<file path="config.mk">
export PLATFORM = sky130hd
export DESIGN_NAME = cba_out
export DESIGN_NICKNAME = d
export VERILOG_FILES = /design/src/rtl/cba_pkg.sv /design/src/rtl/cba_out.sv
export SDC_FILE = /design/constraint.sdc
export NUM_CORES = 1
export LEC_CHECK = 0
export BUFFER_PORTS_ARGS = -buffer_cell sky130_fd_sc_hd__buf_2
export CAP_MARGIN = 30
export CELL_PAD_IN_SITES_DETAIL_PLACEMENT = 0
export CELL_PAD_IN_SITES_GLOBAL_PLACEMENT = 1
export CORE_ASPECT_RATIO = 1.4
export CORE_UTILIZATION = 37
export CTS_CLUSTER_SIZE = 12
export DETAILED_ROUTE_END_ITERATION = 8
export HOLD_SLACK_MARGIN = 0.15
export PLACE_DENSITY_LB_ADDON = 0.1
export SLEW_MARGIN = 10
export SYNTH_ARGS = -nofsm -noshare
export SYNTH_HDL_FRONTEND = slang
export SYNTH_SLANG_ARGS = --single-unit
</file>
<file path="constraint.sdc">
create_clock -name i_clk -period 2.2 [get_ports i_clk]
set_clock_uncertainty 0.1 [all_clocks]
set_input_delay 0.11 -clock i_clk [delete_from_list [all_inputs] [get_ports i_clk]]
set_output_delay 0.11 -clock i_clk [all_outputs]
set_load 0.01 [all_outputs]
</file>
<file path="src/rtl/cba_pkg.sv">
// shared types, constants and angle table for the compass bearing pipeline
package cba_pkg;

    // configuration of the datapath
    localparam int COORD_BITS      = 16;
    localparam int CORDIC_STEPS    = 16;
    localparam int ANGLE_FRAC_BITS = 7;

    localparam int FIELD_W   = 16;
    localparam int TABLE_LEN = 24;
    localparam int VEC_GUARD = 24;
    localparam int STEPS     = (CORDIC_STEPS > TABLE_LEN) ? TABLE_LEN : CORDIC_STEPS;

    // coordinate difference, cordic vector and angle accumulator widths
    localparam int DIFF_W = COORD_BITS + 1;
    localparam int VEC_W  = DIFF_W + VEC_GUARD + 3;
    localparam int ANG_W  = 50;
    localparam int BEAR_W = 49;

    // rounding divide of the bearing in picodegrees down to the output unit
    localparam int QUOT_W = 9 + ANGLE_FRAC_BITS;
    localparam int NUM_W  = 50 + ANGLE_FRAC_BITS;

    localparam logic [63:0] HALF_PDEG    = 64'd500000000000;

    // one degree is 2^12 * 5^12 picodegrees: drop 12 bits, then divide by 5^12
    localparam int          PDEG_POW2 = 12;
    localparam int          ODD_W     = 28;
    localparam logic [63:0] PDEG_ODD  = 64'd244140625;

    // quotient estimate: top bits of the shifted numerator times floor(2^52 / 5^12),
    // shifted down by 32; lands on the quotient or one below it
    localparam int          RECIP_SH  = 20;
    localparam int          RECIP_Q   = 32;
    localparam int          RECIP_W   = 25;
    localparam logic [63:0] RECIP     = 64'd18446744;

    localparam logic signed [ANG_W-1:0] DEG90  = ANG_W'(64'sd90000000000000);
    localparam logic signed [ANG_W-1:0] DEG180 = ANG_W'(64'sd180000000000000);
    localparam logic signed [ANG_W-1:0] DEG450 = ANG_W'(64'sd450000000000000);

    localparam int OUT_W = 16;

    // atan(2^-i) in picodegrees
    localparam logic [63:0] ATAN_PDEG [TABLE_LEN] = '{
        64'd45000000000000, 64'd26565051177078, 64'd14036243467926, 64'd7125016348902,
        64'd3576334374997,  64'd1789910608246,  64'd895173710211,   64'd447614170861,
        64'd223810500369,   64'd111905677066,   64'd55952891894,    64'd27976452617,
        64'd13988227142,    64'd6994113675,     64'd3497056851,     64'd1748528427,
        64'd874264214,      64'd437132107,      64'd218566053,      64'd109283027,
        64'd54641513,       64'd27320757,       64'd13660378,       64'd6830189
    };

    // valid bit and coincident-point flag that ride along with each item
    typedef struct packed {
        logic valid;
        logic same;
    } t_tag;

endpackage

</file>
<file path="src/rtl/cba_out.sv">
// full-turn fold, coincident override, output register and skid stage
module cba_out (
    input  logic                            i_clk,
    input  logic                            i_rst_n,
    input  cba_pkg::t_tag                   i_tag,
    input  logic [cba_pkg::QUOT_W-1:0]      i_quot,
    output logic                            o_en,
    output logic                            o_valid,
    input  logic                            i_ready,
    output logic [cba_pkg::OUT_W-1:0]       o_bearing,
    output logic                            o_same
);

    localparam int QW = cba_pkg::QUOT_W;
    localparam int OW = cba_pkg::OUT_W;
    localparam logic [QW-1:0] TURN = QW'(360) << cba_pkg::ANGLE_FRAC_BITS;

    logic [QW-1:0] q_fold;
    logic [OW-1:0] bear_in;

    logic          r_out_valid, r_skid_valid;
    logic [OW-1:0] r_out_bear, r_skid_bear;
    logic          r_out_same, r_skid_same;
    logic          take_in, load_out, load_skid, drain_skid;

    always_comb begin
        q_fold  = (i_quot >= TURN) ? i_quot - TURN : i_quot;
        bear_in = i_tag.same ? '0 : OW'(q_fold);
    end

    // pipeline only moves while the skid is empty
    assign o_en       = !r_skid_valid;
    assign drain_skid = r_skid_valid && i_ready;
    assign take_in    = !r_skid_valid && (!r_out_valid || i_ready);
    assign load_out   = drain_skid || (take_in && i_tag.valid);
    assign load_skid  = !r_skid_valid && r_out_valid && !i_ready && i_tag.valid;

    always_ff @(posedge i_clk) begin
        if (!i_rst_n) begin
            r_out_valid  <= 1'b0;
            r_skid_valid <= 1'b0;
        end else begin
            if (drain_skid) begin
                r_out_valid  <= 1'b1;
                r_skid_valid <= 1'b0;
            end else if (take_in) begin
                r_out_valid <= i_tag.valid;
            end else if (load_skid) begin
                r_skid_valid <= 1'b1;
            end
        end
    end

    always_ff @(posedge i_clk) begin
        if (load_out) begin
            r_out_bear <= drain_skid ? r_skid_bear : bear_in;
            r_out_same <= drain_skid ? r_skid_same : i_tag.same;
        end
        if (load_skid) begin
            r_skid_bear <= bear_in;
            r_skid_same <= i_tag.same;
        end
    end

    assign o_valid   = r_out_valid;
    assign o_bearing = r_out_bear;
    assign o_same    = r_out_same;

endmodule

</file>
==> results of run 1 <==
through the flow:
stage | utilization [%] | instances
detailed placement | 45.4 | 243
CTS | 51.1 | 265
global route | 51.1 | 265
floorplan | - | 147
global placement | 45.4 | 243
finish | 51.1 | 265
metal layers:
layer / GRT usage, % / vias up / share of wire [%]
met5: 0 / - / 0
met4: 10.0 / 0 / 2.6
met3: 4.83 / 9 / 4.4
met2: 26.0 / 48 / 49
met1: 19.1 / 581 / 44
li1: - / 640 / -
timing repair:
action	4_1_cts	5_1_grt
hold buffers	14	0
setup buffers	0	0
endpoints found under the hold margin	12	0
registers in the layout, summed over array words and instances (netlist names):
signal / flops
r_skid_valid: 1
o_bearing: 16
o_same: 1
r_skid_bear: 16
r_skid_same: 1
o_valid: 1
tightest hold or removal path: stages:
cell and delay, ns:
buf_2 0.17, nand3b_1 0.09, nand3_1 0.08
synthesized netlist by cell type (all sizes together), types with 2 or more instances:
| library cell | count |
|---|---|
| nor3 | 2 |
| and4bb | 2 |
| inv | 5 |
| a32o | 2 |
| nor2 | 5 |
| o21ai | 6 |
| nand2 | 38 |
| and3b | 3 |
| nor2b | 10 |
| nand3 | 4 |
| dfxtp | 2 |
| a21oi | 4 |
| nand2b | 2 |
| clkbuf | 3 |
| edfxtp | 34 |
| ha | 2 |
| o21a | 2 |
| nand4 | 2 |
| buf | 3 |
kinds of logic after synthesis:
kind of cell,Yosys count,synth area share (%)
AO/OA/AOI/OAI,20,8.55
adder cells (fa/ha/maj),2,1.46
buffers and inverters,11,3.36
flip-flops,36,61.9
multiplexers,1,0.657
AND/OR/NAND/NOR,77,24.0
area by class of cell:
cell class                      instances  area, um2  share of cell area (%)
Sequential cell                        36       1060                    47.8
Multi-Input combinational cell        100        599                    27.0
Timing Repair Buffer                   56        358                    16.1
Tap cell                               60       75.1                    3.38
Clock buffer                            6       72.6                    3.27
Clock inverter                          2       35.0                    1.58
Inverter                                5       18.8                   0.846
power by group:
group | total (mW) | internal, mW | switching [mW]
combinational | 0.190 | 0.0865 | 0.103
sequential | 0.800 | 0.791 | 0.00859
clock | 0.568 | 0.336 | 0.232
path summary, 6_finish.rpt:
path | start | end | slack [ns] | depth (start not counted)
worst min register to register | r_skid_bear[6] | o_bearing[6] | 0.41 | 2
worst max-delay path | i_rst_n | r_skid_valid | 0.27 | 6
worst min-delay path | i_quot[13] | r_skid_bear[13] | 0.17 | 3
worst max register to register | r_skid_valid | o_bearing[13] | 0.56 | 4
==> out/metrics.yaml, run 1 <==
outcome:
  status: "complete, no violations"
synth:
  postSynthCellCount: 147
  synth_top_area_share_pct: 59.6
  yosysTopAreaCell: "edfxtp_1"
  yosysWarningCount: 0
  yosys.cell_types.count: 41
  netlist_area_um2: 1710
  async_reset_ff_share_pct: 0
  synth_edf_count: 34
  synthTopCellsByArea: "edfxtp_1 60%, nand2_1 8.3%, nor2b_1 3.7%"
  synth-seq-area-share_pct: 61.9
  synth_top_flop_cell: "edfxtp_1"
  yosys_register_bits: 36
  synth_nets: 170
  syn_avg_cell_area_um2: 11.7
clock_tree:
  cts_buffers: 5
  clk_path_buf_depth: 2
  cts_tree: "yes"
  clockRootBuffer: "clkbuf_8"
  ctsHtreeMaxLevel: 2
  clk_latency_ns: 0.29
  clkSlewWorstSetupHoldPaths_ns: 0.07
  cts_resized: 0
  clkSinkCount: 36
placed_design:
  gp_congestion: 0.924
  placed_area_um2: 1970
  hpwl_um: 2480
  io_buffers: 39
  place_ws_ns: 0.482
setup_path:
  critPathLaunchType: "input port"
  critPathSlowestCell: "dlygate4sd3_1"
  cp_max_fo: 2
  crit_arrival_ns: 2.06
  cp_top_family: "buffers and inverters"
  critPathMaxStageDelay_ns: 0.57
  crit_type: "in -> reg"
  cp_cell_sequence: "dlygate4sd3_1 > buf_2 > nand2_1 > dlygate4sd3_1 > a21oi_1 > dlygate4sd3_1"
  cp-end-kind: "register"
  worst-path-buf-inv: 4
  required_ns: 2.33
  crit_top_cell: "dlygate4sd3_1"
floorplanning:
  num_rows: 28
  pin_count: 40
  die-height_um: 82.5
  die_w_um: 59.5
  dieArea_um2: 4910
  core_area_um2: 4340
  start_util_pct: 39.4
routing:
  wirelength_um: 3660
  drt_iter0_markers: 52
  vias: 1278
  drc: 0
  first_pass_iters: 4
  viasPerCell: 4.82
  wire_per_inst_um: 13.8
  ant_nets: 0
sta:
  slew_headroom_pct: 64.8
  final_min_period_over_clock_period_pct: 87.7
  layout_min_cycle_time_ns: 1.93
  finalHoldViolations: 0
  fmax_mhz: 518
  rsz0062_at_grt: "no"
  tns_ns: 0
  setup_violations: 0
  fin_hold_ws_ns: 0.174
  worstMarginPinSlew_ns: 0.526
  finalMaxSlewViolations: 0
  setup_ws_ns: 0.271
pwr:
  total_leakage_power_nw: 0.918
  ir_drop_v: 0.000410
  powerDensity_nw_per_um2: 702
  p_total_mw: 1.56
layout:
  layout-drive-gt1-share_pct: 27.3
  syn2layout_area_growth_pct: 29.6
  fin_area_um2: 2220
  mostFrequentLayoutCells: "39 x buf_2, 38 x nand2_1, 34 x edfxtp_1"
  fin_nets: 227
  diodes: 0
  final_common_cell: "buf_2"
  fill_cells: 428
grt:
  first_global_vias: 1255
  gr-total-overflow: 0
  grt_pass1_wl_um: 5680
  antenna_found_initial: 0
  grt_start_max_net_pins: 22
  grt_usage_pct: 16.3
worst_hold_path:
  hp-class: "in -> reg"
job:
  max_cap_violations: 0
(Power assumes the default switching activity.)
==> run 2: changes to the inputs <==
--- a/config.mk
+++ b/config.mk
@@ -15,6 +15,7 @@
 export DETAILED_ROUTE_END_ITERATION = 8
 export HOLD_SLACK_MARGIN = 0.15
 export PLACE_DENSITY_LB_ADDON = 0.1
+export RECOVER_POWER = 50
 export SLEW_MARGIN = 10
 export SYNTH_ARGS = -nofsm -noshare
 export SYNTH_HDL_FRONTEND = slang
==> out/metrics.yaml, run 2 (synthesized netlist as in run 1, its figures left out) <==
setup_path:
  cp_cell_sequence: "dlygate4sd3_1 > buf_2 > nand2_1 > nor3_1 > clkbuf_1"
  cp_top_family: "buffers and inverters"
  worst-path-buf-inv: 3
  critPathLaunchType: "input port"
  cp_max_fo: 17
  critPathMaxStageDelay_ns: 0.79
  crit_type: "in -> reg"
  critPathSlowestCell: "clkbuf_1"
  required_ns: 2.01
  crit_arrival_ns: 1.77
  cp-end-kind: "register"
placed_design:
  gp_congestion: 0.924
  placed_area_um2: 1970
  hpwl_um: 2480
  io_buffers: 39
sta:
  finalMaxSlewViolations: 0
  setup_violations: 0
  finalHoldViolations: 0
  slew_headroom_pct: 31.0
  fmax_mhz: 509
  final_min_period_over_clock_period_pct: 89.3
  layout_min_cycle_time_ns: 1.97
  worstMarginPinSlew_ns: 1.03
  tns_ns: 0
  rsz0062_at_grt: "no"
clock_tree:
  clk_path_buf_depth: 2
  cts_tree: "yes"
  ctsHtreeMaxLevel: 2
  clockRootBuffer: "clkbuf_8"
  clk_latency_ns: 0.29
  clkSlewWorstSetupHoldPaths_ns: 0.07
  cts_resized: 0
  clkSinkCount: 36
  cts_buffers: 5
grt:
  grt_pass1_wl_um: 5680
  first_global_vias: 1255
  grt_usage_pct: 16.3
  gr-total-overflow: 0
  grt_start_max_net_pins: 22
  antenna_found_initial: 0
floorplanning:
  die-height_um: 82.5
  dieArea_um2: 4910
  num_rows: 28
  core_area_um2: 4340
  pin_count: 40
  die_w_um: 59.5
  start_util_pct: 39.4
routing:
  wirelength_um: 3690
  vias: 1294
  wire_per_inst_um: 13.9
  viasPerCell: 4.88
  drc: 0
  first_pass_iters: 5
  ant_nets: 0
  drt_iter0_markers: 50
layout:
  syn2layout_area_growth_pct: 27.4
  fill_cells: 434
  mostFrequentLayoutCells: "38 x nand2_1, 34 x edfxtp_1, 22 x clkbuf_1"
  final_common_cell: "nand2_1"
  diodes: 0
  fin_nets: 227
  fin_area_um2: 2180
  layout-drive-gt1-share_pct: 16.1
outcome:
  status: "complete, no violations"
pwr:
  powerDensity_nw_per_um2: 710
  total_leakage_power_nw: 0.853
  ir_drop_v: 0.000410
job:
  max_cap_violations: 0
worst_hold_path:
  hp-class: "in -> reg"
-- run 2: path summary, 6_finish.rpt --
| kind | end | depth (start not counted) | startpoint | slack (ns) |
|---|---|---|---|---|
| max reg2reg | r_skid_bear[11] | 3 | o_valid | 0.32 |
| min | r_skid_bear[13] | 3 | i_quot[13] | 0.18 |
| max | r_skid_bear[11] | 5 | i_tag[1] | 0.23 |
| min reg2reg | o_bearing[6] | 2 | r_skid_bear[6] | 0.41 |
-- run 2: repair_timing --
item | 4_1_cts | 5_1_grt
buffers inserted | 0 | 0
endpoints found under the hold margin | 12 | 0
hold buffers | 14 | 0
-- run 2: tightest hold or removal path, stage by stage --
cell and delay, ns:
buf_2 0.17, nand3b_1 0.09, nand3_1 0.08
-- run 2: cell type report --
| type | instances | area (um2) | share of cell area (%) |
|---|---|---|---|
| Tap cell | 60 | 75.1 | 3.44 |
| Inverter | 5 | 18.8 | 0.860 |
| Timing Repair Buffer | 56 | 329 | 15.1 |
| Sequential cell | 36 | 1060 | 48.6 |
| Multi-Input combinational cell | 100 | 591 | 27.1 |
| Clock buffer | 6 | 72.6 | 3.33 |
| Clock inverter | 2 | 35.0 | 1.61 |
-- run 2: stage by stage --
| step | hold WS, ns | setup WS [ns] | instances | power [mW] | utilization, % |
|---|---|---|---|---|---|
| 2_1_floorplan | 0.109 | 0.00495 | 147 | 0.915 | - |
| 3_3_place_gp | 0.249 | 0.493 | 243 | 0.986 | 45.4 |
| 3_5_place_dp | 0.252 | 0.482 | 243 | 0.989 | 45.4 |
| 4_1_cts | 0.169 | 0.294 | 265 | 1.57 | 51.1 |
| 5_1_grt | 0.178 | 0.0919 | 265 | 1.61 | 50.2 |
| 6_report | 0.179 | 0.235 | 265 | 1.55 | 50.2 |
-- run 2: power breakdown --
part           leakage (nW)  total, mW  switching, mW  internal, mW
clock network        0.0552      0.567          0.231         0.336
registers             0.347      0.801        0.00929         0.792
logic                 0.451      0.181          0.103        0.0785
total                 0.853       1.55          0.343          1.21
-- run 2: per-layer routing --
metal  routed length (um)  vias up  track usage, %
li1                     -      644               -
met1                 1570      589            19.1
met2                 1830       52            26.0
met3                  190        9            4.83
met4                   95        0            10.0
met5                    0        -               0
==> run 3: changes to the inputs <==
--- a/config.mk
+++ b/config.mk
@@ -10,7 +10,7 @@
 export CELL_PAD_IN_SITES_DETAIL_PLACEMENT = 0
 export CELL_PAD_IN_SITES_GLOBAL_PLACEMENT = 1
 export CORE_ASPECT_RATIO = 1.4
-export CORE_UTILIZATION = 37
+export CORE_UTILIZATION = 41
 export CTS_CLUSTER_SIZE = 12
 export DETAILED_ROUTE_END_ITERATION = 8
 export HOLD_SLACK_MARGIN = 0.15
==> constraint.sdc (replaced) <==
create_clock -name i_clk -period 2.15 [get_ports i_clk]
set_clock_uncertainty 0.1 [all_clocks]
set_input_delay 0.1075 -clock i_clk [delete_from_list [all_inputs] [get_ports i_clk]]
set_output_delay 0.1075 -clock i_clk [all_outputs]
set_load 0.01 [all_outputs]
==> out/metrics.yaml, run 3 (synthesized netlist as in run 1, its figures left out) <==
grt:
  grt_pass1_wl_um: 6130
  grt_start_max_net_pins: 22
  antenna_found_initial: 0
  gr-total-overflow: 0
  first_global_vias: 1362
  grt_usage_pct: 18.5
sta:
  setup_violations: 0
  fmax_mhz: 511
  rsz0062_at_grt: "no"
  tns_ns: 0
  finalHoldViolations: 0
  slew_headroom_pct: 31.9
  finalMaxSlewViolations: 0
  layout_min_cycle_time_ns: 1.96
  final_min_period_over_clock_period_pct: 91.0
  fin_hold_ws_ns: 0.182
  worstMarginPinSlew_ns: 1.02
clock_tree:
  cts_resized: 0
  holdBufCountCts: 14
  clkSinkCount: 36
  cts_tree: "yes"
  cts_buffers: 5
  clk_latency_ns: 0.29
  clkSlewWorstSetupHoldPaths_ns: 0.06
  ctsHtreeMaxLevel: 2
  cts_setup_buffers: 0
  clockRootBuffer: "clkbuf_8"
  clk_path_buf_depth: 2
routing:
  vias: 1296
  wirelength_um: 3690
  drc: 0
  wire_per_inst_um: 14.9
  ant_nets: 0
  first_pass_iters: 4
  viasPerCell: 5.23
  drt_iter0_markers: 48
floorplanning:
  dieArea_um2: 4440
  core_area_um2: 3950
  die_w_um: 56.6
  pin_count: 40
  start_util_pct: 43.3
  die-height_um: 78.5
  num_rows: 27
placed_design:
  io_buffers: 39
  gp_congestion: 0.792
  hpwl_um: 2460
  placed_area_um2: 1950
layout:
  diodes: 0
  layout-drive-gt1-share_pct: 16.6
  fin_area_um2: 2140
  mostFrequentLayoutCells: "38 x nand2_1, 34 x edfxtp_1, 21 x clkbuf_1"
  fill_cells: 367
  final_common_cell: "nand2_1"
  fin_nets: 227
  syn2layout_area_growth_pct: 25.0
setup_path:
  critPathSlowestCell: "dlygate4sd3_1"
  critPathMaxStageDelay_ns: 0.54
  cp_top_family: "simple AND/OR/NAND/NOR gates"
  critPathLaunchType: "input port"
  cp_max_fo: 6
  cp_cell_sequence: "dlygate4sd3_1 > buf_2 > nor4_1 > nand4_1 > a21oi_1 > o31ai_1"
  cp-end-kind: "register"
  worst-path-buf-inv: 2
  required_ns: 2.08
  crit_type: "in -> reg"
  crit_arrival_ns: 1.89
outcome:
  status: "complete, no violations"
pwr:
  ir_drop_v: 0.000437
  powerDensity_nw_per_um2: 682
  total_leakage_power_nw: 0.846
worst_hold_path:
  hp-class: "in -> reg"
job:
  max_cap_violations: 0
## run 3: final cells by class
| type | instances | area (um2) | area share, % |
|---|---|---|---|
| Timing Repair Buffer | 56 | 329 | 15.4 |
| Clock inverter | 3 | 13.8 | 0.643 |
| Multi-Input combinational cell | 100 | 596 | 27.8 |
| Clock buffer | 5 | 68.8 | 3.21 |
| Tap cell | 43 | 53.8 | 2.51 |
| Sequential cell | 36 | 1060 | 49.6 |
| Inverter | 5 | 18.8 | 0.877 |
## run 3: final timing paths
path | slack, ns | cells after the start | from | end
setup / recovery | 0.19 | 6 | i_quot[2] | o_bearing[15]
setup reg to reg | 0.28 | 3 | r_skid_valid | o_bearing[6]
hold / removal | 0.18 | 3 | i_quot[15] | r_skid_bear[15]
hold reg to reg | 0.41 | 2 | r_skid_bear[2] | o_bearing[2]
## run 3: routing by layer
metal,routed length [um],GRT usage (%),vias up
met2,1960,33.9,40
met4,81,8.78,0
met1,1450,18.7,604
li1,-,-,644
met5,0,0,-
met3,195,5.60,8
## run 3: metrics by stage
| step | std cells | power (mW) | utilization (%) | setup slack (ns) |
|---|---|---|---|---|
| 2_1_floorplan | 147 | 0.936 | - | 0.470 |
| 3_3_place_gp | 226 | 1.01 | 49.4 | 0.481 |
| 3_5_place_dp | 226 | 1.01 | 49.4 | 0.450 |
| 4_1_cts | 248 | 1.48 | 55.0 | 0.207 |
| 5_1_grt | 248 | 1.52 | 54.2 | 0.0558 |
| 6_report | 248 | 1.46 | 54.2 | 0.193 |
## run 3: tightest hold or removal path: stages
cell and delay [ns]:
buf_2 0.14, nand2b_1 0.10, nor2_1 0.05
## run 3: power by group
part	internal, mW	total [mW]	leakage [nW]	switching, mW
Combinational	0.0796	0.186	0.454	0.106
Clock	0.220	0.454	0.0453	0.234
Sequential	0.811	0.821	0.347	0.0103
Total	1.11	1.46	0.846	0.350
