**src/rtl/cba_pkg.sv**
```systemverilog
// shared types, constants and angle table for the compass bearing pipeline
package cba_pkg;

    // configuration of the datapath
    localparam int COORD_BITS      = 16;
    localparam int CORDIC_STEPS    = 16;
    localparam int ANGLE_FRAC_BITS = 7;

    localparam int FIELD_W   = 16;
    localparam int TABLE_LEN = 24;
    localparam int VEC_GUARD = 24;
    localparam int STEPS     = (CORDIC_STEPS > TABLE_LEN) ? TABLE_LEN : CORDIC_STEPS;

    // coordinate difference, cordic vector and angle accumulator widths
    localparam int DIFF_W = COORD_BITS + 1;
    localparam int VEC_W  = DIFF_W + VEC_GUARD + 3;
    localparam int ANG_W  = 50;
    localparam int BEAR_W = 49;

    // rounding divide of the bearing in picodegrees down to the output unit
    localparam int QUOT_W = 9 + ANGLE_FRAC_BITS;
    localparam int NUM_W  = 50 + ANGLE_FRAC_BITS;

    localparam logic [63:0] HALF_PDEG    = 64'd500000000000;

    // one degree is 2^12 * 5^12 picodegrees: drop 12 bits, then divide by 5^12
    localparam int          PDEG_POW2 = 12;
    localparam int          ODD_W     = 28;
    localparam logic [63:0] PDEG_ODD  = 64'd244140625;

    // quotient estimate: top bits of the shifted numerator times floor(2^52 / 5^12),
    // shifted down by 32; lands on the quotient or one below it
    localparam int          RECIP_SH  = 20;
    localparam int          RECIP_Q   = 32;
    localparam int          RECIP_W   = 25;
    localparam logic [63:0] RECIP     = 64'd18446744;

    localparam logic signed [ANG_W-1:0] DEG90  = ANG_W'(64'sd90000000000000);
    localparam logic signed [ANG_W-1:0] DEG180 = ANG_W'(64'sd180000000000000);
    localparam logic signed [ANG_W-1:0] DEG450 = ANG_W'(64'sd450000000000000);

    localparam int OUT_W = 16;

    // atan(2^-i) in picodegrees
    localparam logic [63:0] ATAN_PDEG [TABLE_LEN] = '{
        64'd45000000000000, 64'd26565051177078, 64'd14036243467926, 64'd7125016348902,
        64'd3576334374997,  64'd1789910608246,  64'd895173710211,   64'd447614170861,
        64'd223810500369,   64'd111905677066,   64'd55952891894,    64'd27976452617,
        64'd13988227142,    64'd6994113675,     64'd3497056851,     64'd1748528427,
        64'd874264214,      64'd437132107,      64'd218566053,      64'd109283027,
        64'd54641513,       64'd27320757,       64'd13660378,       64'd6830189
    };

    // valid bit and coincident-point flag that ride along with each item
    typedef struct packed {
        logic valid;
        logic same;
    } t_tag;

endpackage

```
**src/rtl/cba_div.sv**
```systemverilog
// bearing wrap, half-unit rounding and pipelined divide down to the output unit
module cba_div (
    input  logic                                i_clk,
    input  logic                                i_rst_n,
    input  logic                                i_en,
    input  cba_pkg::t_tag                       i_tag,
    input  logic signed [cba_pkg::ANG_W-1:0]    i_z,
    output cba_pkg::t_tag                       o_tag,
    output logic [cba_pkg::QUOT_W-1:0]          o_quot
);

    localparam int AW = cba_pkg::ANG_W;
    localparam int BW = cba_pkg::BEAR_W;
    localparam int NW = cba_pkg::NUM_W;
    localparam int QW = cba_pkg::QUOT_W;
    localparam int SW = NW - cba_pkg::PDEG_POW2;
    localparam int HW = SW - cba_pkg::RECIP_SH;
    localparam int PW = HW + cba_pkg::RECIP_W;
    localparam int OD = cba_pkg::ODD_W;
    localparam logic [SW-1:0] ODD = SW'(cba_pkg::PDEG_ODD);

    logic signed [AW-1:0] b_wrap;
    logic [SW-1:0]        n_sh;
    logic [PW-1:0]        prod_est;
    logic [SW-1:0]        back;
    logic [SW-1:0]        rem;

    logic [BW-1:0]   r_b;
    logic [NW-1:0]   r_num;
    logic [SW-1:0]   r_n;
    logic [QW-1:0]   r_qe;
    logic [QW-1:0]   r_qd;
    logic [OD:0]     r_rem;
    logic [QW-1:0]   r_quot;
    cba_pkg::t_tag   r_tag [5];

    // 90 deg minus angle, folded into one turn; angle stays within a turn of 90 deg
    assign b_wrap = (i_z > cba_pkg::DEG90) ? cba_pkg::DEG450 - i_z : cba_pkg::DEG90 - i_z;

    // divide by one degree: power-of-two part is a shift, odd part a reciprocal estimate
    assign n_sh     = r_num[NW-1:cba_pkg::PDEG_POW2];
    assign prod_est = PW'(n_sh[SW-1:cba_pkg::RECIP_SH]) * PW'(cba_pkg::RECIP);
    // remainder of the estimate is below twice the divisor
    assign back     = SW'(r_qe) * ODD;
    assign rem      = r_n - back;

    always_ff @(posedge i_clk) begin
        if (!i_rst_n) begin
            r_tag[0] <= '0;
            r_tag[1] <= '0;
            r_tag[2] <= '0;
            r_tag[3] <= '0;
            r_tag[4] <= '0;
        end else if (i_en) begin
            r_tag[0] <= i_tag;
            r_tag[1] <= r_tag[0];
            r_tag[2] <= r_tag[1];
            r_tag[3] <= r_tag[2];
            r_tag[4] <= r_tag[3];
        end
    end

    always_ff @(posedge i_clk) begin
        if (i_en) begin
            r_b    <= b_wrap[BW-1:0];
            r_num  <= (NW'(r_b) << cba_pkg::ANGLE_FRAC_BITS) + NW'(cba_pkg::HALF_PDEG);
            r_n    <= n_sh;
            r_qe   <= prod_est[cba_pkg::RECIP_Q +: QW];
            r_qd   <= r_qe;
            r_rem  <= rem[OD:0];
            // one correction step brings the estimate up to the quotient
            r_quot <= r_qd + QW'(r_rem >= (OD+1)'(cba_pkg::PDEG_ODD));
        end
    end

    assign o_tag  = r_tag[4];
    assign o_quot = r_quot;

endmodule

```
**config.mk**
```make
export PLATFORM = sky130hd
export DESIGN_NAME = cba_div
export DESIGN_NICKNAME = d
export VERILOG_FILES = /design/src/rtl/cba_pkg.sv /design/src/rtl/cba_div.sv
export SDC_FILE = /design/constraint.sdc
export NUM_CORES = 1
export LEC_CHECK = 0
export BUFFER_PORTS_ARGS = -buffer_cell sky130_fd_sc_hd__buf_4
export CORE_ASPECT_RATIO = 2
export CORE_UTILIZATION = 59
export CTS_CLUSTER_DIAMETER = 120
export DETAILED_ROUTE_END_ITERATION = 7
export PLACE_DENSITY = 0.79
export RECOVER_POWER = 50
export SYNTH_ARGS = -nofsm -noshare
export SYNTH_HDL_FRONTEND = slang
export SYNTH_SLANG_ARGS = --single-unit
```
**constraint.sdc**
```tcl
create_clock -name i_clk -period 6 [get_ports i_clk]
set_input_delay 1.2 -clock i_clk [delete_from_list [all_inputs] [get_ports i_clk]]
set_output_delay 1.2 -clock i_clk [all_outputs]
set_load 0.02 [all_outputs]
```
==> qor.log, run 1 <==
qor: outcome.status finished with violations
qor: outcome.failed_checks capacitance limit, slew limit, setup timing
qor: clock_tree.cts_root_buf sky130_fd_sc_hd__clkbuf_16
qor: worst_setup_path.critical-path-slowest-cell sky130_fd_sc_hd__fa_1
qor: die.die-width 140.6 um
qor: grt.antenna_violations_before_repair 1
qor: layout.synthToLayoutAreaGrowth 19.17%
qor: worst_setup_path.setup.reg_to_reg.worst_slack -0.43 ns
qor: sta.finalSetupViolations 16
qor: layout.num-nets-final 3043
qor: layout.drive_above_1_share 0.2023
qor: layout.final-instance-count-excl-fill 2822
qor: layout.mostFrequentLayoutCells sky130_fd_sc_hd__inv_1 (472), sky130_fd_sc_hd__ha_1 (325), sky130_fd_sc_hd__buf_4 (279)
qor: grt.global_route_wire_length_before_repair 92.52 mm
qor: synthesis.synthesis.area 22670 um2
qor: drt.antenna_left 0
qor: drt.routed_len_inst 21.57 um
qor: run.cap_viol_max_count 2
qor: placement.dpl.cell_count 2735
qor: drt.postRouteWirelength 60.86 mm
qor: worst_setup_path.worst-setup-path-type register to register
qor: sta.finalWorstSetupSlack -0.4313 ns
qor: drt.drc 0
qor: layout.layout.area.seq 6186 um2
qor: clock_tree.numCtsBuffers 19
qor: placement.gp_congestion 1.044
qor: sta.timing.clock.skew 0.01695 ns
qor: drt.first_iter_violations 739
qor: synthesis.post_synth_inst_count 2019
qor: sta.finalCritPeriodShare 1.072
qor: worst_setup_path.startpoint_type register
qor: synthesis.synth_seq_cells 206
qor: die.coreArea 37910 um2
qor: synthesis.ys.warnings.count 0
qor: worst_setup_path.critical-path-max-stage-delay 0.56 ns
qor: worst_setup_path.worst-endpoint-arrival 6.71 ns
qor: worst_setup_path.critPathMostFrequentCell sky130_fd_sc_hd__fa_1
qor: worst_setup_path.worstPathMaxFanout 4
qor: synthesis.post_synthesis_mean_instance_area 11.23 um2
qor: die.design.die.area 39260 um2
qor: clock_tree.cts_tree yes
qor: synthesis.area_share_of_the_largest_cell_type_after_synthesis 0.2729
qor: die.placementRows 101
qor: layout.multi_input_area 15390 um2
qor: placement.placement.io_buffers 72
qor: sta.min_period 6.431 ns
qor: drt.post_drt_via_cell_ratio 5.594
qor: synthesis.yosys.cell_types.count 64
qor: sta.finalHoldViolCount 0
qor: die.initial_core_util 0.5980
qor: sta.highest_attainable_clock_frequency 0.1555 GHz
qor: synthesis.yosys-top-cells-area sky130_fd_sc_hd__edfxtp_1 (27%), sky130_fd_sc_hd__fa_1 (25%), sky130_fd_sc_hd__ha_1 (20%), sky130_fd_sc_hd__inv_1 (8.2%), sky130_fd_sc_hd__xnor2_1 (4.1%)
qor: synthesis.synth_edf_count 206
qor: clock_tree.clock_tree.buffer_depth 3
qor: die.top_level_ports 73
qor: synthesis.synth_sequential_area_ratio 0.2729
qor: sta.setup-tns-final -4.429 ns
qor: layout.num-fill-cells 2636
qor: hold_path.min_delay_path_depth 0
qor: synthesis.yosys_most_used_dff sky130_fd_sc_hd__edfxtp_1
qor: clock_tree.ctsHoldBuffers 0
qor: sta.normalized_max_slew_margin -0.8708
qor: worst_setup_path.worst_setup_path_end_kind register
qor: clock_tree.cts_max_level 1
qor: clock_tree.clock_sinks 206
qor: sta.slew_violations 210
qor: synthesis.synth_top_area_cell sky130_fd_sc_hd__edfxtp_1
qor: synthesis.synthArstFlopShare 0
qor: die.chipHeight 279.2 um
qor: drt.firstDrtPassIters 5
qor: sta.worst-slew-pin-transition 2.806 ns
qor: grt.largest_net_degree_at_the_start_of_global_routing 121
qor: grt.grt_overflow 0
qor: placement.detailedPlacementHpwl 51.37 mm
qor: grt.grt_pass1_vias 17970
qor: drt.vias 15790
qor: grt.globalRouteTotalUtil 0.3202
qor: synthesis.syn_nets 2717
qor: layout.mostFrequentLayoutCell sky130_fd_sc_hd__inv_1
qor: clock_tree.clkLatencyLatePin 0.53 ns
qor: worst_setup_path.crit_required 6.28 ns
qor: clock_tree.cts.reportedPaths.clkPinSlew 0.07 ns
qor: worst_setup_path.number_of_cell_instances_on_the_worst_register_to_register_path 25
qor: sta.rsz0062_at_grt yes
qor: hold_path.min-delay-path-class register to register
[kinds of logic after synthesis]
family | count (synthesis) | synth area share
AOI/OAI and AO/OA | 228 | 0.06783
xor gates and xnor gates | 183 | 0.07070
adders and majority gates | 643 | 0.4469
buffers and inverters | 506 | 0.08417
DFF | 206 | 0.2729
muxes | 1 | 0.0004967
and+or+nand+nor | 252 | 0.05701
[final cells by class]
type	count	share of cell area
antenna	1	0.00009263
clock inverter	12	0.004724
clock buffer	22	0.01802
sequential	206	0.2290
tap	463	0.02144
timing repair buffer	316	0.08809
inverter	495	0.06891
multi-input combinational	1307	0.5697
[repair_timing]
item,4_1_cts,5_1_grt
hold endpoints to repair,0,0
pin swaps,52,57
gates resized for setup,113,51
setup buffers,35,19
setup endpoints to repair,17,21
[flip-flops by register name (all words and copies together), names as in the netlist]
name and flops:
r_tag 10, r_b 45, r_n 29, r_qe 16
r_num 45, r_qd 16, r_rem 29, o_quot 16
[per-layer routing]
metal  GRT usage  up-vias  routed length (um)
met5           0        -                   0
met2      0.6190      476               33510
met1      0.2622     7754               17720
li1            -     7229                   -
met4      0.3378        0                7617
met3     0.03636      327                2008
[final timing paths]
path,from,to
hold reg to reg,r_num[26],r_n[14]
setup reg to reg,r_num[45],r_qe[7]
setup / recovery,r_num[45],r_qe[7]
hold / removal,r_num[26],r_n[14]
[cell usage after synthesis, types with 19 or more instances]
master and count:
sky130_fd_sc_hd__ha_1 365, sky130_fd_sc_hd__edfxtp_1 206, sky130_fd_sc_hd__nor2_1 56, sky130_fd_sc_hd__nand3_1 26, sky130_fd_sc_hd__xor2_1 78, sky130_fd_sc_hd__o21ai_0 43
sky130_fd_sc_hd__and3_1 19, sky130_fd_sc_hd__nand2_1 59, sky130_fd_sc_hd__fa_1 278, sky130_fd_sc_hd__a21oi_1 69, sky130_fd_sc_hd__inv_1 495, sky130_fd_sc_hd__a21o_1 32
sky130_fd_sc_hd__xnor2_1 105
[per-stage QoR]
step                hold slack [ns]  instance area [um2]  utilization  worst slack, ns
finish                       0.4066                27020       0.7126          -0.4313
global route                 0.4287                27020       0.7126          -0.6434
CTS                          0.4174                26700       0.7043          -0.3075
detailed placement           0.4045                25280       0.6669          -0.6918
global placement             0.4035                25280       0.6669          -0.5988
floorplan                    0.4003                22770            -         -0.02690
[worst max-delay path: cells and delay by family, from the launching register on]
| kind | cells | cell delay, ns |
|---|---|---|
| flops | 1 | 0.42 |
| simple gates | 3 | 0.48 |
| buf+inv | 6 | 0.70 |
| compound gates | 6 | 1.26 |
| fa+ha+maj | 8 | 3.06 |
| xor+xnor | 2 | 0.25 |
Power of run 1 is not shown: default switching activity piles up to over one toggle a cycle in this logic, so the estimate is an artifact.
==> run 2: changes to the inputs <==
--- a/config.mk
+++ b/config.mk
@@ -6,7 +6,7 @@
 export NUM_CORES = 1
 export LEC_CHECK = 0
 export BUFFER_PORTS_ARGS = -buffer_cell sky130_fd_sc_hd__buf_4
-export CORE_ASPECT_RATIO = 2
+export CORE_ASPECT_RATIO = 1.25
 export CORE_UTILIZATION = 59
 export CTS_CLUSTER_DIAMETER = 120
 export DETAILED_ROUTE_END_ITERATION = 7
==> constraint.sdc (replaced) <==
create_clock -name i_clk -period 6 [get_ports i_clk]
set_input_delay 1.2 -clock i_clk [delete_from_list [all_inputs] [get_ports i_clk]]
set_output_delay 1.2 -clock i_clk [all_outputs]
set_load 0.1 [all_outputs]
==> qor.log, run 2 (synthesis results as in run 1) <==
qor: drt.firstDrtPassIters 7
qor: hold_path.timing.hold.worst.start r_num[12]
qor: placement.detailedPlacementHpwl 45.34 mm
qor: placement.placement.io_buffers 72
qor: worst_setup_path.critical-path-slowest-cell sky130_fd_sc_hd__fa_2
qor: worst_setup_path.setup.reg_to_reg.worst_slack -0.36 ns
qor: layout.n_antenna_cell 0
qor: sta.rsz0062_at_grt yes
qor: clock_tree.clock_tree.buffer_depth 3
qor: drt.post_drt_via_cell_ratio 5.476
qor: worst_setup_path.worst_setup_path_end_kind register
qor: sta.finalHoldViolCount 0
qor: layout.synthToLayoutAreaGrowth 17.83%
qor: layout.mostFrequentLayoutCells sky130_fd_sc_hd__inv_1 (481), sky130_fd_sc_hd__ha_1 (321), sky130_fd_sc_hd__fa_1 (272)
qor: grt.global_route_wire_length_before_repair 87.04 mm
qor: grt.antenna_violations_before_repair 0
qor: grt.globalRouteTotalUtil 0.2888
qor: run.cap_viol_max_count 0
qor: clock_tree.cts.reportedPaths.clkPinSlew 0.06 ns
qor: die.chipHeight 221.2 um
qor: worst_setup_path.number_of_cell_instances_on_the_worst_register_to_register_path 24
qor: die.coreArea 37560 um2
qor: clock_tree.clkLatencyLatePin 0.54 ns
qor: clock_tree.numCtsBuffers 22
qor: drt.postRouteWirelength 54.85 mm
qor: layout.num-nets-final 2995
qor: layout.drive_above_1_share 0.1799
qor: die.top_level_ports 73
qor: grt.grt_overflow 0
qor: outcome.failed_checks setup timing
qor: die.die-width 177.3 um
qor: hold_path.min_delay_path_depth 0
qor: sta.finalSetupViolations 16
qor: layout.top_regs r_b: 45 flops, r_num: 45 flops
qor: worst_setup_path.capture_point_of_the_worst_reg_to_reg_path r_qe[14]
qor: sta.finalWorstSetupSlack -0.3593 ns
qor: placement.gp_congestion 0.9946
qor: drt.drc 0
qor: worst_setup_path.critPathMostFrequentCell sky130_fd_sc_hd__inv_1
qor: die.placementRows 79
qor: worst_setup_path.worstReg2RegStart r_num[40]
qor: hold_path.hold_path_end r_n[0]
qor: layout.mostFrequentLayoutCell sky130_fd_sc_hd__inv_1
qor: grt.grt_pass1_vias 17050
qor: sta.setup-tns-final -3.590 ns
qor: drt.detail_route.wirelength.met1 20.55 mm
qor: grt.largest_net_degree_at_the_start_of_global_routing 83
qor: drt.vias 15320
qor: drt.highest_layer met4
qor: worst_setup_path.crit_required 6.28 ns
qor: sta.normalized_max_slew_margin 0.3197
qor: sta.min_period 6.359 ns
qor: worst_setup_path.critical-path-max-stage-delay 0.55 ns
qor: sta.worst-slew-pin-transition 1.007 ns
qor: worst_setup_path.worstPathMaxFanout 4
qor: drt.antenna_left 0
qor: worst_setup_path.startpoint_type register
qor: worst_setup_path.worst-setup-path-type register to register
qor: drt.met3WireLength 2.135 mm
qor: worst_setup_path.worstPathCellList buf_4 -> buf_4 -> ha_2 -> xor2_1 -> ha_1 -> inv_1 -> fa_1 -> inv_1 -> fa_2 -> fa_2 -> fa_1 -> inv_1 -> fa_1 -> inv_1 -> ha_4 -> a211oi_4 -> o211a_1 -> o21ai_2 -> a211o_1 -> o21bai_2 -> a21oi_2 -> a41oi_2 -> a21oi_2 -> xor2_1
qor: clock_tree.cts_tree yes
qor: clock_tree.cts_root_buf sky130_fd_sc_hd__clkbuf_16
qor: drt.routed_len_inst 19.60 um
qor: die.design.die.area 39220 um2
qor: sta.highest_attainable_clock_frequency 0.1573 GHz
qor: die.initial_core_util 0.6036
qor: sta.finalCritPeriodShare 1.060
qor: sta.timing.clock.skew 0.009170 ns
qor: hold_path.min-delay-path-class register to register
qor: layout.num-fill-cells 2690
qor: drt.routed-wl-met2 29.08 mm
qor: sta.slew_violations 0
qor: outcome.status finished with violations
qor: clock_tree.cts_max_level 1
qor: worst_setup_path.worst-endpoint-arrival 6.64 ns
qor: clock_tree.clock_sinks 206
qor: drt.first_iter_violations 735
[run 2: cell count changes in the layout (fill, tap and decap cells not counted), sizes merged]
| cell | before | now |
|---|---|---|
| buf | 294 | 251 |
| clkbuf | 44 | 39 |
| clkinv | 6 | 10 |
| inv | 496 | 494 |
| diode | 1 | 0 |
[run 2: worst max path at each step]
stage	startpoint	to	slack, ns
5_1_grt	r_num[51]	r_qe[14]	-0.59
3_3_place_gp	r_num[40]	r_qe[14]	-0.32
3_5_place_dp	r_num[40]	r_qe[7]	-0.47
6_report	r_num[40]	r_qe[14]	-0.36
4_1_cts	r_num[49]	r_qe[13]	-0.17
2_1_floorplan	r_num[41]	r_qe[7]	-0.03
[run 2: timing repair]
item / CTS / global route
resized for setup: 87 / 54
setup buffers: 28 / 18
pin swaps: 41 / 51
endpoints found under the setup margin: 15 / 20
hold buffers: 0 / 0
[run 2: metrics by stage]
| stage | hold WS [ns] | instance area (um2) | worst slack [ns] | util | instances |
|---|---|---|---|---|---|
| floorplan | 0.4003 | 22770 | -0.02690 | - | 2019 |
| global placement | 0.4058 | 24970 | -0.3152 | 0.6648 | 2714 |
| detailed placement | 0.4075 | 24970 | -0.4718 | 0.6648 | 2714 |
| CTS | 0.4216 | 26330 | -0.1662 | 0.7010 | 2780 |
| global route | 0.4253 | 26710 | -0.5908 | 0.7112 | 2798 |
| finish | 0.4184 | 26710 | -0.3593 | 0.7112 | 2798 |
[run 2: area by class of cell]
class	instances	area, um2	area share
Clock inverter	14	137.6	0.005152
Timing Repair Buffer	265	2011	0.07527
Inverter	495	1862	0.06970
Sequential cell	206	6186	0.2316
Tap cell	486	608.1	0.02276
Multi-Input combinational cell	1307	15350	0.5745
Clock buffer	25	561.8	0.02103
[run 2: worst max-delay path, delay by kind of cell, from the launching register on]
kind | cells | cell delay [ns]
flops | 1 | 0.41
buf+inv | 6 | 0.52
compound gates | 8 | 1.65
xor+xnor | 2 | 0.35
fa+ha+maj | 8 | 3.18
[run 2: per-layer routing]
metal  vias to the layer above  track usage
li1                       7147            -
met1                      7574       0.3278
met2                       427       0.5301
met3                       173      0.03333
met4                         0       0.1406
met5                         -            0
Power of run 2 is left out for the same reason.
==> run 3: changes to the inputs <==
--- a/config.mk
+++ b/config.mk
@@ -5,11 +5,11 @@
 export SDC_FILE = /design/constraint.sdc
 export NUM_CORES = 1
 export LEC_CHECK = 0
-export BUFFER_PORTS_ARGS = -buffer_cell sky130_fd_sc_hd__buf_4
 export CORE_ASPECT_RATIO = 1.25
-export CORE_UTILIZATION = 59
+export CORE_UTILIZATION = 60
 export CTS_CLUSTER_DIAMETER = 120
 export DETAILED_ROUTE_END_ITERATION = 7
+export DONT_BUFFER_PORTS = 1
 export PLACE_DENSITY = 0.79
 export RECOVER_POWER = 50
 export SYNTH_ARGS = -nofsm -noshare
==> qor.log, run 3 (synthesis results as in run 1) <==
qor: die.top_level_ports 73
qor: clock_tree.cts_max_level 1
qor: worst_setup_path.worstPathCellList buf_4 -> ha_4 -> xor2_1 -> ha_1 -> inv_1 -> fa_1 -> inv_1 -> fa_1 -> fa_2 -> fa_1 -> inv_1 -> fa_1 -> inv_1 -> ha_4 -> a211oi_4 -> a211oi_2 -> o21ai_1 -> nor2_1 -> a211o_4 -> and2_4 -> or2_4 -> a21o_1 -> a21oi_2 -> xnor2_1
qor: layout.synthToLayoutAreaGrowth 15.62%
qor: worst_setup_path.worst-path-buf-inv 5
qor: worst_setup_path.crit_required 6.27 ns
qor: die.placementRows 79
qor: placement.dpl.cell_count 2640
qor: outcome.status finished with violations
qor: sta.finalHoldViolCount 0
qor: drt.drc 0
qor: clock_tree.cts.reportedPaths.clkPinSlew 0.06 ns
qor: layout.n_antenna_cell 0
qor: sta.worst-slew-pin-transition 0.9327 ns
qor: die.design.die.area 38570 um2
qor: clock_tree.numCtsBuffers 22
qor: sta.rsz0062_at_grt yes
qor: sta.finalWorstSetupSlack -0.3453 ns
qor: die.coreArea 37260 um2
qor: grt.global_route_wire_length_before_repair 83.66 mm
qor: hold_path.min_delay_path_depth 0
qor: layout.drive_above_1_share 0.1519
qor: worst_setup_path.critical-path-max-stage-delay 0.54 ns
qor: worst_setup_path.setup.reg_to_reg.worst_slack -0.35 ns
qor: worst_setup_path.worst-endpoint-arrival 6.61 ns
qor: worst_setup_path.crit_family adder cells
qor: worst_setup_path.critical-path-slowest-cell sky130_fd_sc_hd__fa_1
qor: hold_path.hold_path_end r_n[0]
qor: sta.min_period 6.345 ns
qor: grt.grt_pass1_vias 16320
qor: run.cap_viol_max_count 0
qor: worst_setup_path.startpoint_type register
qor: layout.num-nets-final 2921
qor: clock_tree.cts_tree yes
qor: drt.routed_len_inst 19.51 um
qor: placement.detailedPlacementHpwl 44.39 mm
qor: sta.slew_violations 0
qor: drt.vias 14910
qor: drt.post_drt_via_cell_ratio 5.473
qor: worst_setup_path.critical_path_cell_count 24
qor: sta.finalCritPeriodShare 1.058
qor: clock_tree.clock_sinks 206
qor: hold_path.timing.hold.worst.start r_num[12]
qor: die.chipHeight 219.3 um
qor: layout.postLayoutCellArea 26210 um2
qor: worst_setup_path.worstPathMaxFanout 4
qor: clock_tree.cts_root_buf sky130_fd_sc_hd__clkbuf_16
qor: drt.first_iter_violations 733
qor: worst_setup_path.worst_setup_path_end_kind register
qor: outcome.failed_checks setup timing
qor: placement.placement.io_buffers 0
qor: hold_path.min-delay-path-class register to register
qor: layout.top_regs r_b: 45 flops, r_num: 45 flops
qor: worst_setup_path.worstReg2RegStart r_num[49]
qor: worst_setup_path.worst-setup-path-type register to register
qor: placement.gp_congestion 0.9875
qor: grt.globalRouteTotalUtil 0.2846
qor: layout.mostFrequentLayoutCells sky130_fd_sc_hd__inv_1 (477), sky130_fd_sc_hd__ha_1 (324), sky130_fd_sc_hd__fa_1 (272)
qor: clock_tree.clock_tree.buffer_depth 3
qor: grt.largest_net_degree_at_the_start_of_global_routing 208
qor: drt.firstDrtPassIters 5
qor: layout.mostFrequentLayoutCell sky130_fd_sc_hd__inv_1
qor: placement.post_dp_cell_area 24410 um2
qor: die.initial_core_util 0.6084
qor: die.die-width 175.9 um
qor: layout.final-instance-count-excl-fill 2725
qor: sta.finalSetupViolations 14
qor: grt.antenna_violations_before_repair 0
qor: worst_setup_path.number_of_cell_instances_on_the_worst_register_to_register_path 24
qor: layout.post-route-util 0.7034
qor: sta.timing.clock.skew 0.02448 ns
qor: clock_tree.clkLatencyLatePin 0.54 ns
qor: drt.postRouteWirelength 53.17 mm
qor: sta.highest_attainable_clock_frequency 0.1576 GHz
qor: worst_setup_path.capture_point_of_the_worst_reg_to_reg_path r_qe[7]
qor: grt.grt_overflow 0
qor: drt.antenna_left 0
qor: sta.normalized_max_slew_margin 0.3795
qor: clock_tree.ctsHoldBuffers 0
==> run 3: area by class of cell <==
type / count / area [um2]
Multi-Input combinational cell: 1307 / 15350
Fill cell: 2615 / 11050
Sequential cell: 206 / 6186
Inverter: 495 / 1862
Timing Repair Buffer: 191 / 1480
Tap cell: 486 / 608.1
Clock buffer: 25 / 561.8
Clock inverter: 15 / 166.4
==> run 3: stage by stage <==
step	hold slack (ns)	setup slack [ns]	TNS (ns)
6_report	0.4168	-0.3453	-2.851
3_3_place_gp	0.4007	-0.2877	-2.384
3_5_place_dp	0.4045	-0.4058	-3.730
4_1_cts	0.4183	-0.2001	-1.106
5_1_grt	0.4233	-0.5332	-5.865
2_1_floorplan	0.4003	-0.02690	-0.02690
==> run 3: worst register-to-register path, cell delays in order (launching register included) <==
cell	delay (ns)
sky130_fd_sc_hd__edfxtp_1	0.42
sky130_fd_sc_hd__buf_4	0.17
sky130_fd_sc_hd__ha_4	0.28
sky130_fd_sc_hd__xor2_1	0.22
sky130_fd_sc_hd__ha_1	0.27
sky130_fd_sc_hd__inv_1	0.08
sky130_fd_sc_hd__fa_1	0.41
sky130_fd_sc_hd__inv_1	0.11
sky130_fd_sc_hd__fa_1	0.46
sky130_fd_sc_hd__fa_2	0.49
sky130_fd_sc_hd__fa_1	0.54
sky130_fd_sc_hd__inv_1	0.05
sky130_fd_sc_hd__fa_1	0.49
sky130_fd_sc_hd__inv_1	0.06
sky130_fd_sc_hd__ha_4	0.17
sky130_fd_sc_hd__a211oi_4	0.29
sky130_fd_sc_hd__a211oi_2	0.13
sky130_fd_sc_hd__o21ai_1	0.17
sky130_fd_sc_hd__nor2_1	0.12
sky130_fd_sc_hd__a211o_4	0.37
sky130_fd_sc_hd__and2_4	0.16
sky130_fd_sc_hd__or2_4	0.23
sky130_fd_sc_hd__a21o_1	0.19
sky130_fd_sc_hd__a21oi_2	0.14
sky130_fd_sc_hd__xnor2_1	0.08
==> run 3: metal layers <==
metal | share of wire | global-route usage | routed length [um]
met1 | 0.38 | 0.3216 | 20070
met2 | 0.53 | 0.5344 | 28240
met3 | 0.039 | 0.03378 | 2070
met4 | 0.052 | 0.1255 | 2788
met5 | 0 | 0 | 0
==> run 3: what timing repair did <==
action | CTS | global route
setup buffers | 27 | 18
pin swaps | 47 | 84
gates resized for setup | 81 | 67
endpoints found under the hold margin | 0 | 0
setup endpoints to repair | 16 | 18
==> run 3: worst max path at each step <==
| stage | endpoint | slack, ns | startpoint |
|---|---|---|---|
| after floorplan | r_qe[7] | -0.03 | r_num[41] |
| final | r_qe[7] | -0.35 | r_num[49] |
| after global routing | r_qe[7] | -0.53 | r_num[47] |
| after detailed placement | r_qe[13] | -0.41 | r_num[41] |
| after global placement | r_qe[14] | -0.29 | r_num[42] |
| after CTS | r_qe[13] | -0.20 | r_num[41] |
Power of run 3 is left out for the same reason.
